`config.mk`:
```
export PLATFORM = sky130hd
export DESIGN_NAME = block_pool_allocator_flat
export DESIGN_NICKNAME = d
export VERILOG_FILES = /design/src/hw/rtl/bpa_pkg.sv /design/src/hw/rtl/bpa_req_if.sv /design/src/hw/rtl/bpa_rsp_if.sv /design/src/hw/rtl/block_pool_allocator.sv /design/src/flat_wrapper.sv
export SDC_FILE = /design/constraint.sdc
export NUM_CORES = 1
export LEC_CHECK = 0
export BUFFER_PORTS_ARGS = -buffer_cell sky130_fd_sc_hd__buf_4
export CORE_MARGIN = 4
export CORE_UTILIZATION = 40
export CTS_BUF_LIST = sky130_fd_sc_hd__clkbuf_4 sky130_fd_sc_hd__clkbuf_8
export DETAILED_ROUTE_END_ITERATION = 10
export PLACE_DENSITY = 0.63
export SLEW_MARGIN = 15
export SYNTH_ARGS = -nofsm -noshare
export SYNTH_HDL_FRONTEND = slang
export SYNTH_SLANG_ARGS = --single-unit
```
`constraint.sdc`:
```
create_clock -name clk_i -period 12.15 [get_ports clk_i]
set_input_delay 0.6075 -clock clk_i [delete_from_list [all_inputs] [get_ports clk_i]]
set_output_delay 0.6075 -clock clk_i [all_outputs]
set_load 0.01 [all_outputs]
```
`src/hw/rtl/bpa_pkg.sv`:
```
`timescale 1ns / 1ps
// ----------------------------------------------------------------------------
// Block pool allocator package
// Field widths, request and register codes, and the sequencer state type.
// ----------------------------------------------------------------------------
package bpa_pkg;

  // Widths of the item fields.
  localparam int unsigned ReqBytesW   = 16;
  localparam int unsigned OffsetW     = 17;
  localparam int unsigned FreeBytesW  = 18;
  localparam int unsigned BlockBytesW = 13;
  localparam int unsigned BlockCntW   = 6;
  localparam int unsigned ApbDataW    = 32;
  localparam int unsigned ApbAddrW    = 3;

  // Block size limits and reset values of the registers.
  localparam logic [BlockBytesW-1:0] BlockBytesMax   = 13'd4096;
  localparam logic [BlockBytesW-1:0] BlockBytesReset = 13'd64;
  localparam logic [BlockCntW-1:0]   BlockCntReset   = 6'd32;
  localparam logic [FreeBytesW-1:0]  FreeBytesMax    = 18'h3FFFF;

  // Request codes.
  localparam logic ReqAlloc = 1'b0;
  localparam logic ReqFree  = 1'b1;

  // Register indexes (bit 2 of the byte address).
  localparam logic RegBlockBytes = 1'b0;
  localparam logic RegBlocksUsed = 1'b1;

  // Sequencer states.
  typedef enum logic [3:0] {
    ST_IDLE,
    ST_DIV,
    ST_ROUND,
    ST_FIT,
    ST_MARK,
    ST_FREE_SCAN,
    ST_WALK,
    ST_GOFF,
    ST_COUNT,
    ST_FBYTES,
    ST_DONE
  } state_e;

endpackage

```
`src/hw/rtl/bpa_req_if.sv`:
```
`timescale 1ns / 1ps
// ----------------------------------------------------------------------------
// Block pool allocator request channel
// Valid/ready channel carrying one allocate or free request per item.
// ----------------------------------------------------------------------------
interface bpa_req_if;
  logic                            valid;
  logic                            ready;
  logic                            req_type;
  logic [bpa_pkg::ReqBytesW-1:0]   request_bytes;
  logic [bpa_pkg::OffsetW-1:0]     release_offset;

  modport source (output valid, req_type, request_bytes, release_offset, input ready);
  modport sink   (input valid, req_type, request_bytes, release_offset, output ready);
endinterface

```
`src/hw/rtl/bpa_rsp_if.sv`:
```
`timescale 1ns / 1ps
// ----------------------------------------------------------------------------
// Block pool allocator result channel
// Valid/ready channel carrying one result item per request.
// ----------------------------------------------------------------------------
interface bpa_rsp_if;
  logic                             valid;
  logic                             ready;
  logic                             granted;
  logic [bpa_pkg::OffsetW-1:0]      grant_offset;
  logic [bpa_pkg::FreeBytesW-1:0]   free_bytes;

  modport source (output valid, granted, grant_offset, free_bytes, input ready);
  modport sink   (input valid, granted, grant_offset, free_bytes, output ready);
endinterface

```
`src/hw/rtl/block_pool_allocator.sv`:
```
`timescale 1ns / 1ps
// ----------------------------------------------------------------------------
// Block pool allocator
// First-fit allocator over a pool of equal blocks, with linked runs, driven
// by a small sequencer around one divider step and one shared multiplier.
// ----------------------------------------------------------------------------
//  Channel  | Direction | Handshake           | Payload
//  req_i    | in        | valid / ready       | req_type, request_bytes, release_offset
//  rsp_o    | out       | valid / ready       | granted, grant_offset, free_bytes
//  APB      | in        | psel/penable/pready | paddr, pwdata, prdata
//
//  Steps: an allocate of one block or more runs the divider, rounds up, scans
//  for a fit, marks each block of the run, forms the offset, counts the free
//  blocks, multiplies and hands off; a small allocate skips the divider and
//  marking, a free scans for the block at the release offset and walks one
//  linked block a cycle. Scans visit one block a cycle.
//  The request side is ready only while the sequencer is idle; a finished
//  result waits in the output register while the next item is accepted.
//  Reset clears all maps at once; no clearing pass is needed.
// ----------------------------------------------------------------------------
module block_pool_allocator #(
  parameter int unsigned NUM_BLOCKS = 32
) (
  input  logic                           clk_i,
  input  logic                           rst_ni,
  bpa_req_if.sink                        req_i,
  bpa_rsp_if.source                      rsp_o,
  input  logic                           psel,
  input  logic                           penable,
  input  logic                           pwrite,
  input  logic [bpa_pkg::ApbAddrW-1:0]   paddr,
  input  logic [bpa_pkg::ApbDataW-1:0]   pwdata,
  output logic [bpa_pkg::ApbDataW-1:0]   prdata,
  output logic                           pready
);

  localparam int unsigned IW = $clog2(NUM_BLOCKS);
  localparam int unsigned CW = $clog2(NUM_BLOCKS + 1);
  localparam int unsigned BW = bpa_pkg::BlockBytesW;
  localparam int unsigned PW = CW + BW;

  // Configuration registers.
  logic [BW-1:0]                   cfg_bytes_q;
  logic [bpa_pkg::BlockCntW-1:0]   cfg_blocks_q;

  // Sequencer and working registers.
  bpa_pkg::state_e                 state_q, state_d;
  logic [CW-1:0]                   idx_q, idx_d;
  logic [CW-1:0]                   run_q, run_d;
  logic [CW-1:0]                   need_q, need_d;
  logic [CW-1:0]                   cnt_q, cnt_d;
  logic [CW-1:0]                   n_q, n_d;
  logic [IW-1:0]                   start_q, start_d;
  logic [BW-1:0]                   bs_q, bs_d;
  logic [bpa_pkg::ReqBytesW-1:0]   quo_q, quo_d;
  logic [BW-1:0]                   rem_q, rem_d;
  logic [3:0]                      step_q, step_d;
  logic                            small_q, small_d;
  logic                            req_type_q, req_type_d;
  logic [bpa_pkg::OffsetW-1:0]     rel_q, rel_d;
  logic                            grant_q, grant_d;
  logic [bpa_pkg::OffsetW-1:0]     goff_q, goff_d;
  logic [bpa_pkg::FreeBytesW-1:0]  fbytes_q, fbytes_d;

  // Block maps.
  logic [NUM_BLOCKS-1:0]           busy_q, busy_d;
  logic [NUM_BLOCKS-1:0]           head_q, head_d;
  logic [NUM_BLOCKS-1:0]           link_q, link_d;

  // Output register.
  logic                            out_valid_q, out_valid_d;
  logic                            out_granted_q, out_granted_d;
  logic [bpa_pkg::OffsetW-1:0]     out_goff_q, out_goff_d;
  logic [bpa_pkg::FreeBytesW-1:0]  out_fbytes_q, out_fbytes_d;

  // Helpers.
  logic [BW-1:0]                   bs_eff;
  logic [CW-1:0]                   n_eff;
  logic [CW-1:0]                   mul_a;
  logic [PW-1:0]                   mul_prod;
  logic [31:0]                     prod32;
  logic [IW-1:0]                   ix;
  logic [CW-1:0]                   idx_inc;
  logic [CW-1:0]                   run_inc;
  logic [CW-1:0]                   fit_start;
  logic [BW:0]                     div_shift;
  logic [BW:0]                     div_diff;
  logic [bpa_pkg::ReqBytesW:0]     need_full;
  logic                            cfg_wr;

  // APB register port.
  assign pready = 1'b1;
  assign cfg_wr = psel & penable & pwrite;

  always_ff @(posedge clk_i or negedge rst_ni) begin
    if (!rst_ni) begin
      cfg_bytes_q  <= bpa_pkg::BlockBytesReset;
      cfg_blocks_q <= bpa_pkg::BlockCntReset;
    end else if (cfg_wr) begin
      unique case (paddr[2])
        bpa_pkg::RegBlockBytes: cfg_bytes_q  <= pwdata[BW-1:0];
        bpa_pkg::RegBlocksUsed: cfg_blocks_q <= pwdata[bpa_pkg::BlockCntW-1:0];
        default: ;
      endcase
    end
  end

  always_comb begin
    unique case (paddr[2])
      bpa_pkg::RegBlockBytes: prdata = bpa_pkg::ApbDataW'(cfg_bytes_q);
      bpa_pkg::RegBlocksUsed: prdata = bpa_pkg::ApbDataW'(cfg_blocks_q);
      default:                prdata = '0;
    endcase
  end

  // Effective block size and block count for the next item.
  always_comb begin
    if (cfg_bytes_q == '0) begin
      bs_eff = BW'(1);
    end else if (cfg_bytes_q > bpa_pkg::BlockBytesMax) begin
      bs_eff = bpa_pkg::BlockBytesMax;
    end else begin
      bs_eff = cfg_bytes_q;
    end
    if (32'(cfg_blocks_q) > NUM_BLOCKS) begin
      n_eff = CW'(NUM_BLOCKS);
    end else begin
      n_eff = CW'(cfg_blocks_q);
    end
  end

  // Shared multiplier: block index or free count times block size.
  always_comb begin
    unique case (state_q)
      bpa_pkg::ST_FREE_SCAN: mul_a = idx_q;
      bpa_pkg::ST_GOFF:      mul_a = CW'(start_q);
      bpa_pkg::ST_FBYTES:    mul_a = cnt_q;
      default:               mul_a = '0;
    endcase
  end

  assign mul_prod = PW'(mul_a) * PW'(bs_q);
  assign prod32   = 32'(mul_prod);

  // Divider step and scan helpers.
  assign ix        = idx_q[IW-1:0];
  assign idx_inc   = idx_q + CW'(1);
  assign run_inc   = run_q + CW'(1);
  assign fit_start = idx_inc - need_q;
  assign div_shift = {rem_q, quo_q[bpa_pkg::ReqBytesW-1]};
  assign div_diff  = div_shift - {1'b0, bs_q};
  assign need_full = {1'b0, quo_q} + (bpa_pkg::ReqBytesW+1)'(rem_q != '0);

  // Sequencer: next state, map updates and result.
  always_comb begin
    state_d       = state_q;
    idx_d         = idx_q;
    run_d         = run_q;
    need_d        = need_q;
    cnt_d         = cnt_q;
    n_d           = n_q;
    start_d       = start_q;
    bs_d          = bs_q;
    quo_d         = quo_q;
    rem_d         = rem_q;
    step_d        = step_q;
    small_d       = small_q;
    req_type_d    = req_type_q;
    rel_d         = rel_q;
    grant_d       = grant_q;
    goff_d        = goff_q;
    fbytes_d      = fbytes_q;
    busy_d        = busy_q;
    head_d        = head_q;
    link_d        = link_q;
    out_valid_d   = out_valid_q & ~rsp_o.ready;
    out_granted_d = out_granted_q;
    out_goff_d    = out_goff_q;
    out_fbytes_d  = out_fbytes_q;
    req_i.ready   = (state_q == bpa_pkg::ST_IDLE);

    unique case (state_q)
      // Take a request and pick its path.
      bpa_pkg::ST_IDLE: begin
        if (req_i.valid) begin
          req_type_d = req_i.req_type;
          rel_d      = req_i.release_offset;
          bs_d       = bs_eff;
          n_d        = n_eff;
          grant_d    = 1'b0;
          goff_d     = '0;
          idx_d      = '0;
          run_d      = '0;
          quo_d      = req_i.request_bytes;
          rem_d      = '0;
          step_d     = '0;
          small_d    = 1'b0;
          need_d     = CW'(1);
          if (req_i.req_type == bpa_pkg::ReqFree) begin
            state_d = bpa_pkg::ST_FREE_SCAN;
          end else if (req_i.request_bytes == '0) begin
            state_d = bpa_pkg::ST_COUNT;
          end else if (req_i.request_bytes < bpa_pkg::ReqBytesW'(bs_eff)) begin
            small_d = 1'b1;
            state_d = bpa_pkg::ST_FIT;
          end else begin
            state_d = bpa_pkg::ST_DIV;
          end
        end
      end

      // Restoring division, one quotient bit a cycle.
      bpa_pkg::ST_DIV: begin
        if (!div_diff[BW]) begin
          rem_d = div_diff[BW-1:0];
          quo_d = {quo_q[bpa_pkg::ReqBytesW-2:0], 1'b1};
        end else begin
          rem_d = div_shift[BW-1:0];
          quo_d = {quo_q[bpa_pkg::ReqBytesW-2:0], 1'b0};
        end
        step_d = step_q + 4'd1;
        if (step_q == 4'd15) begin
          state_d = bpa_pkg::ST_ROUND;
        end
      end

      // Round the block count up and check it against the pool.
      bpa_pkg::ST_ROUND: begin
        if (need_full > (bpa_pkg::ReqBytesW+1)'(n_q)) begin
          state_d = bpa_pkg::ST_COUNT;
        end else begin
          need_d  = need_full[CW-1:0];
          state_d = bpa_pkg::ST_FIT;
        end
      end

      // First fit: track the length of the current free run.
      bpa_pkg::ST_FIT: begin
        if (idx_q == n_q) begin
          state_d = bpa_pkg::ST_COUNT;
        end else if (busy_q[ix]) begin
          run_d = '0;
          idx_d = idx_inc;
        end else if (run_inc == need_q) begin
          grant_d = 1'b1;
          if (small_q) begin
            busy_d[ix] = 1'b1;
            start_d    = ix;
            state_d    = bpa_pkg::ST_GOFF;
          end else begin
            start_d = fit_start[IW-1:0];
            idx_d   = fit_start;
            run_d   = need_q;
            state_d = bpa_pkg::ST_MARK;
          end
        end else begin
          run_d = run_inc;
          idx_d = idx_inc;
        end
      end

      // Mark the run busy, set the head and link each block but the last to the next.
      bpa_pkg::ST_MARK: begin
        busy_d[ix] = 1'b1;
        link_d[ix] = (run_q != CW'(1));
        if (ix == start_q) begin
          head_d[ix] = 1'b1;
        end
        if (run_q == CW'(1)) begin
          state_d = bpa_pkg::ST_GOFF;
        end else begin
          run_d = run_q - CW'(1);
          idx_d = idx_inc;
        end
      end

      // Byte offset of the granted region.
      bpa_pkg::ST_GOFF: begin
        goff_d  = prod32[bpa_pkg::OffsetW-1:0];
        state_d = bpa_pkg::ST_COUNT;
      end

      // Find the block whose byte offset matches the release offset.
      bpa_pkg::ST_FREE_SCAN: begin
        if (idx_q == n_q) begin
          state_d = bpa_pkg::ST_COUNT;
        end else if (prod32 == 32'(rel_q)) begin
          busy_d[ix] = 1'b0;
          if (head_q[ix]) begin
            head_d[ix] = 1'b0;
            state_d    = bpa_pkg::ST_WALK;
          end else begin
            state_d = bpa_pkg::ST_COUNT;
          end
        end else begin
          idx_d = idx_inc;
        end
      end

      // Follow the links of a freed run, one block a cycle.
      bpa_pkg::ST_WALK: begin
        if (idx_inc < n_q && link_q[ix]) begin
          link_d[ix]                 = 1'b0;
          busy_d[idx_inc[IW-1:0]]    = 1'b0;
          idx_d                      = idx_inc;
        end else begin
          state_d = bpa_pkg::ST_COUNT;
        end
      end

      // Count the free managed blocks.
      bpa_pkg::ST_COUNT: begin
        if (idx_q == n_q) begin
          state_d = bpa_pkg::ST_FBYTES;
        end else begin
          if (!busy_q[ix]) begin
            cnt_d = cnt_q + CW'(1);
          end
          idx_d = idx_inc;
        end
      end

      // Free bytes, saturated to the field width.
      bpa_pkg::ST_FBYTES: begin
        if (prod32 > 32'(bpa_pkg::FreeBytesMax)) begin
          fbytes_d = bpa_pkg::FreeBytesMax;
        end else begin
          fbytes_d = prod32[bpa_pkg::FreeBytesW-1:0];
        end
        state_d = bpa_pkg::ST_DONE;
      end

      // Hand the result to the output register once it is free.
      bpa_pkg::ST_DONE: begin
        if (!out_valid_q || rsp_o.ready) begin
          out_valid_d   = 1'b1;
          out_granted_d = grant_q;
          out_goff_d    = goff_q;
          out_fbytes_d  = fbytes_q;
          state_d       = bpa_pkg::ST_IDLE;
        end
      end

      default: state_d = bpa_pkg::ST_IDLE;
    endcase

    // Every path into the count starts it from block zero.
    if (state_d == bpa_pkg::ST_COUNT && state_q != bpa_pkg::ST_COUNT) begin
      idx_d = '0;
      cnt_d = '0;
    end
  end

  // Control state and block maps.
  always_ff @(posedge clk_i or negedge rst_ni) begin
    if (!rst_ni) begin
      state_q     <= bpa_pkg::ST_IDLE;
      busy_q      <= '0;
      head_q      <= '0;
      link_q      <= '0;
      out_valid_q <= 1'b0;
    end else begin
      state_q     <= state_d;
      busy_q      <= busy_d;
      head_q      <= head_d;
      link_q      <= link_d;
      out_valid_q <= out_valid_d;
    end
  end

  // Working and result payload registers.
  always_ff @(posedge clk_i) begin
    idx_q         <= idx_d;
    run_q         <= run_d;
    need_q        <= need_d;
    cnt_q         <= cnt_d;
    n_q           <= n_d;
    start_q       <= start_d;
    bs_q          <= bs_d;
    quo_q         <= quo_d;
    rem_q         <= rem_d;
    step_q        <= step_d;
    small_q       <= small_d;
    req_type_q    <= req_type_d;
    rel_q         <= rel_d;
    grant_q       <= grant_d;
    goff_q        <= goff_d;
    fbytes_q      <= fbytes_d;
    out_granted_q <= out_granted_d;
    out_goff_q    <= out_goff_d;
    out_fbytes_q  <= out_fbytes_d;
  end

  assign rsp_o.valid        = out_valid_q;
  assign rsp_o.granted      = out_granted_q;
  assign rsp_o.grant_offset = out_goff_q;
  assign rsp_o.free_bytes   = out_fbytes_q;

  // The request side is not ready in the cycle after an accepted item.
  a_busy_after_accept: assert property (@(posedge clk_i) disable iff (!rst_ni)
    (req_i.valid && req_i.ready) |=> !req_i.ready)
    else $error("request side ready straight after an accepted item");

  // A free never reports a grant.
  a_free_no_grant: assert property (@(posedge clk_i) disable iff (!rst_ni)
    (state_q == bpa_pkg::ST_DONE && req_type_q == bpa_pkg::ReqFree) |-> !grant_q)
    else $error("free request reports a grant");

  // Marking never runs with an empty remaining count.
  a_mark_count: assert property (@(posedge clk_i) disable iff (!rst_ni)
    (state_q == bpa_pkg::ST_MARK) |-> (run_q != '0))
    else $error("run marking with zero blocks left");

  // A waiting result is not overwritten.
  a_result_held: assert property (@(posedge clk_i) disable iff (!rst_ni)
    (state_q == bpa_pkg::ST_DONE && rsp_o.valid && !rsp_o.ready)
      |=> (state_q == bpa_pkg::ST_DONE))
    else $error("result handed over while the output register is full");

endmodule

```
`src/flat_wrapper.sv`:
```
// flat-port wrapper written by rule: the top's interface ports become plain ports
module block_pool_allocator_flat 
#(
  parameter int unsigned NUM_BLOCKS = 32
)
  (clk_i, rst_ni, psel, penable, pwrite, paddr, pwdata, prdata, pready, req_i_valid, req_i_req_type, req_i_request_bytes, req_i_release_offset, req_i_ready, rsp_o_valid, rsp_o_granted, rsp_o_grant_offset, rsp_o_free_bytes, rsp_o_ready);
  bpa_req_if req_i_i ();
  bpa_rsp_if rsp_o_i ();
  input  logic clk_i;
  input  logic rst_ni;
  input  logic psel;
  input  logic penable;
  input  logic pwrite;
  input  logic [bpa_pkg::ApbAddrW-1:0] paddr;
  input  logic [bpa_pkg::ApbDataW-1:0] pwdata;
  output logic [bpa_pkg::ApbDataW-1:0] prdata;
  output logic pready;
  input wire logic [$bits(req_i_i.valid)-1:0] req_i_valid;
  input wire logic [$bits(req_i_i.req_type)-1:0] req_i_req_type;
  input wire logic [$bits(req_i_i.request_bytes)-1:0] req_i_request_bytes;
  input wire logic [$bits(req_i_i.release_offset)-1:0] req_i_release_offset;
  output wire logic [$bits(req_i_i.ready)-1:0] req_i_ready;
  output wire logic [$bits(rsp_o_i.valid)-1:0] rsp_o_valid;
  output wire logic [$bits(rsp_o_i.granted)-1:0] rsp_o_granted;
  output wire logic [$bits(rsp_o_i.grant_offset)-1:0] rsp_o_grant_offset;
  output wire logic [$bits(rsp_o_i.free_bytes)-1:0] rsp_o_free_bytes;
  input wire logic [$bits(rsp_o_i.ready)-1:0] rsp_o_ready;
  assign req_i_i.valid = req_i_valid;
  assign req_i_i.req_type = req_i_req_type;
  assign req_i_i.request_bytes = req_i_request_bytes;
  assign req_i_i.release_offset = req_i_release_offset;
  assign req_i_ready = req_i_i.ready;
  assign rsp_o_valid = rsp_o_i.valid;
  assign rsp_o_granted = rsp_o_i.granted;
  assign rsp_o_grant_offset = rsp_o_i.grant_offset;
  assign rsp_o_free_bytes = rsp_o_i.free_bytes;
  assign rsp_o_i.ready = rsp_o_ready;
  block_pool_allocator #(.NUM_BLOCKS(NUM_BLOCKS)) u_core (.clk_i(clk_i), .rst_ni(rst_ni), .req_i(req_i_i), .rsp_o(rsp_o_i), .psel(psel), .penable(penable), .pwrite(pwrite), .paddr(paddr), .pwdata(pwdata), .prdata(prdata), .pready(pready));
endmodule
```
==> impl_results.rst <==
.. list-table::
   :header-rows: 1

   * - Metric
     - Value
   * - Slew margin rel.
     - about a fifth
   * - Tot GR Track Use
     - roughly a fifth
   * - Clock skew after layout
     - between 0.04 and 0.05 ns
   * - Post-layout min period
     - 8.74 ns
   * - Unrepaired setup endpoints after global routing
     - false
   * - IO Pins
     - 147
   * - Post-DRT Antenna Nets
     - 0
   * - Post-synthesis async set-or-reset flop share
     - 41.2%
   * - Type of the setup path with the least slack
     - reg -> reg
   * - Final Hold Violating Endpoints
     - 0
   * - Portion of the post-synthesis area used by sequential elements
     - 42.3%
   * - Antenna violations before repair
     - 1
   * - Clock network latency to the later pin of the worst-skew pair
     - ~0.65 ns
   * - CTS tree
     - done
   * - Area of the core
     - 0.0468 mm^2
   * - Crit. Startpoint
     - u_core.state_q[3]
   * - Vertical extent of the die
     - approximately 230 um
   * - Die width
     - 226 um
   * - Fraction of final layout cells sized beyond drive strength 1
     - 15.4%
   * - TritonCTS sink count
     - 291
   * - Peak supply drop
     - ~0.1 mV
   * - HP Start
     - req_i_release_offset[4]
   * - Required time of the critical path
     - roughly 13 ns
   * - Routability congestion estimate
     - 0.916
   * - Synthesis-to-finish area growth
     - 12.7%
   * - Largest fanout on the critical path
     - 34
   * - Final net count
     - 2208
   * - Number of warning messages in the yosys log
     - 0
   * - Worst Tran Pin Value
     - 1.18 ns
   * - Clock-pin slew reported for the worst setup and hold paths after clock tree synthesis
     - 0.06 ns
   * - EDFF count, synth
     - 159
   * - Post-DR vias/cell
     - around 5.7
   * - Setup slack, reg-to-reg
     - roughly 3.4 ns
   * - Cells after Synth
     - 1921
   * - Initial DRC Count
     - ~1300
   * - Starting Density
     - 40.6%
   * - Via count of the first global-routing pass
     - 15000
   * - Die area
     - 0.0510 mm^2
   * - Setup tns final
     - 0 ns
   * - Count of unique library cells instantiated by Yosys
     - about 80
   * - Final core occ
     - 45.8%
   * - Pin count of the biggest net entering global routing
     - 76
   * - Leak pwr
     - 0.00887 uW
   * - DP Wirelength
     - approximately 37000 um
   * - First-pass GRT wire length
     - around 83000 um
   * - Cell at the root of the clock tree
     - sky130_fd_sc_hd__clkbuf_8
   * - Final worst path period share
     - 72.0%
   * - Element type at the critical path start
     - register
   * - CTS max path bufs
     - 3
   * - TritonCTS Buffers
     - 51
   * - Std-Cell Rows
     - 79
   * - WL per Instance
     - 19.3 um
   * - Power density cells
     - 228 mW/mm^2
   * - Post-synthesis register bit count
     - 291
   * - DRC violation count after routing
     - 0
   * - Minimum hold slack
     - roughly 0.15 ns
   * - Arrival time at the worst endpoint
     - 9.25 ns
   * - Overflow left after global routing
     - 0
   * - Final wirelength
     - 51300 um
   * - Post-synthesis instance area
     - 0.0190 mm^2
   * - Primary FF master, synth
     - sky130_fd_sc_hd__edfxtp_1
   * - Maximum level of the CTS H-tree
     - 2
   * - R2R Path Start
     - u_core.state_q[3]
   * - Hold WC Path Type
     - in -> reg
   * - F_max
     - 114 MHz
   * - Vias
     - between 15000 and 20000
   * - Total count of max-transition violations in the final report
     - 0
   * - Mean instance size in the synthesized netlist
     - 9.88 um^2
   * - Element type at the critical path end
     - register
   * - Run status
     - finished clean
   * - Number of buffers added on ports
     - 105
   * - Depth of the worst register-to-register path
     - 21
   * - Worst r2r dst
     - u_core.busy_q[29]
   * - Worst Setup EP
     - u_core.busy_q[29]
   * - Number of failing setup endpoints in the final timing report
     - 0
   * - Number of maximum-capacitance constraint violations
     - 0
   * - Number of cells upsized or downsized after cts
     - 0
   * - Router iterations before antenna repair
     - 5
==> cell type report <==
| cell class | count | area [um^2] |
|---|---|---|
| fillers | 4359 | 25400 |
| multi-input cells | 1388 | 10000 |
| flip-flops and latches | 291 | 8020 |
| repair buffers | 135 | 1020 |
| clock buffers | 72 | 903 |
| well taps | 607 | 759 |
| inverters | 136 | 510 |
| clock inverters | 21 | 169 |
| diodes | 1 | 2.50 |
==> metrics by stage <==
stage / instances / instance area (um^2) / worst slack (ns) / power, uW
after floorplan: 1939 / 19000 / 5.20 / 3270
after global placement: 2556 / 20300 / 3.57 / 3850
after detailed placement: 2556 / 20300 / 3.46 / 3910
after CTS: 2650 / 21400 / 3.42 / 4880
after global routing: 2650 / 21400 / 3.01 / 5230
final: 2651 / 21400 / 3.41 / 4870
==> worst max-delay path, stage by stage (launching register included) <==
cell	delay, ns
sky130_fd_sc_hd__dfrtp_1	0.56
sky130_fd_sc_hd__nand2b_1	0.36
sky130_fd_sc_hd__nor2_2	0.14
sky130_fd_sc_hd__buf_4	0.28
sky130_fd_sc_hd__a22oi_1	0.94
sky130_fd_sc_hd__a21oi_1	0.22
sky130_fd_sc_hd__fa_1	0.52
sky130_fd_sc_hd__fa_1	0.54
sky130_fd_sc_hd__inv_1	0.06
sky130_fd_sc_hd__fa_1	0.54
sky130_fd_sc_hd__inv_1	0.04
sky130_fd_sc_hd__ha_1	0.54
sky130_fd_sc_hd__o21a_1	0.22
sky130_fd_sc_hd__a21boi_0	0.64
sky130_fd_sc_hd__o211ai_1	0.23
sky130_fd_sc_hd__nand4_1	0.15
sky130_fd_sc_hd__or4b_1	0.45
sky130_fd_sc_hd__nor4_1	0.68
sky130_fd_sc_hd__a41oi_2	0.20
sky130_fd_sc_hd__buf_4	0.28
sky130_fd_sc_hd__or2_2	0.61
sky130_fd_sc_hd__o31ai_1	0.34
==> synth_stat cells (9+ instances only) <==
cell type                  instances  area (um^2)
sky130_fd_sc_hd__clkbuf_1         93          349
sky130_fd_sc_hd__edfxtp_1        159         4770
sky130_fd_sc_hd__o21a_1           10         75.1
sky130_fd_sc_hd__mux2_2           45          507
sky130_fd_sc_hd__nand2b_1         19          119
sky130_fd_sc_hd__a21oi_1         148          741
sky130_fd_sc_hd__o22ai_1          10         62.6
sky130_fd_sc_hd__nor3_1           66          330
sky130_fd_sc_hd__or3_1             9         56.3
sky130_fd_sc_hd__mux2i_1          20          200
sky130_fd_sc_hd__o41ai_1          31          272
sky130_fd_sc_hd__mux4_2           26          586
sky130_fd_sc_hd__and3_1           12         75.1
sky130_fd_sc_hd__nor2_1          147          552
sky130_fd_sc_hd__a21o_1            9         67.6
sky130_fd_sc_hd__nor4_1           15         93.8
sky130_fd_sc_hd__a31oi_1          24          150
sky130_fd_sc_hd__dfrtp_1         118         2950
sky130_fd_sc_hd__a211oi_1         14          105
sky130_fd_sc_hd__xor2_1           26          228
sky130_fd_sc_hd__dfxtp_1          12          240
sky130_fd_sc_hd__nand4_1          19          119
sky130_fd_sc_hd__o31ai_1          68          510
sky130_fd_sc_hd__ha_1             82         1030
sky130_fd_sc_hd__and2_1            9         56.3
sky130_fd_sc_hd__o21ai_0         110          551
sky130_fd_sc_hd__buf_4            21          158
sky130_fd_sc_hd__xnor2_1          38          333
sky130_fd_sc_hd__fa_1             47          941
sky130_fd_sc_hd__inv_1           136          510
sky130_fd_sc_hd__nor2b_1          30          188
sky130_fd_sc_hd__nand3_1          55          275
sky130_fd_sc_hd__nand2_1         166          623
==> power by group <==
group,switching [uW],internal [uW],total (uW)
sequential,218,1390,1610
combinational,1420,897,2320
clock,420,525,945
==> worst min-delay path by stage <==
| stage | cells after the start | to | slack [ns] |
|---|---|---|---|
| detailed placement | 0 | u_core.rsp_o.grant_offset[14] | 0.40 |
| CTS | 1 | u_core.rel_q[4] | 0.1 |
| floorplan | 0 | async pin | 0.31 |
| global placement | 0 | u_core.rsp_o.free_bytes[2] | 0.40 |
| global route | 1 | u_core.rel_q[7] | 0.10 |
| finish | 1 | u_core.rel_q[4] | 0.15 |
==> logic make-up (layout without fill, tap and decap cells) <==
family	after synthesis	after routing	synth area share, %
flip-flops	291	291	42.3
adder cells (fa/ha/maj)	129	129	10.4
buffers and inverters	260	364	5.66
other	2	21	0.0396
XOR/XNOR	70	70	3.68
AO/OA/AOI/OAI	495	495	16.6
AND/OR/NAND/NOR	583	583	14.6
multiplexers	91	91	6.81
==> per-layer routing <==
metal	global-route usage, %	share of wire, %	vias up
met2	30.3	44	581
met5	0	0.025	-
met4	5.26	2.0	2
met1	29.3	47	7411
met3	4.22	7.3	86
li1	-	-	7148
==> layout by cell type, fill, tap and decap left out, drive strengths merged, types with 14 or more instances in the layout <==
| cell type | count |
|---|---|
| nand3 | 56 |
| buf | 134 |
| nor2b | 30 |
| xnor2 | 38 |
| nand4 | 19 |
| fa | 47 |
| nor3 | 66 |
| a211oi | 14 |
| edfxtp | 159 |
| dfrtp | 118 |
| o41ai | 31 |
| a21oi | 149 |
| nor2 | 147 |
| mux2 | 45 |
| nand2 | 166 |
| nand2b | 19 |
| conb | 20 |
| clkbuf | 72 |
| o31ai | 68 |
| clkinv | 18 |
| inv | 136 |
| xor2 | 26 |
| a31oi | 24 |
| o21ai | 110 |
| mux2i | 20 |
| nor4 | 15 |
| ha | 82 |
| mux4 | 26 |
==> repair_timing <==
action | 4_1_cts | 5_1_grt
setup endpoints to repair | 0 | 0
endpoints found under the hold margin | 45 | 0
hold buffers | 1 | 0
setup buffers | 0 | 0
Power figures use the tool's default switching activity.
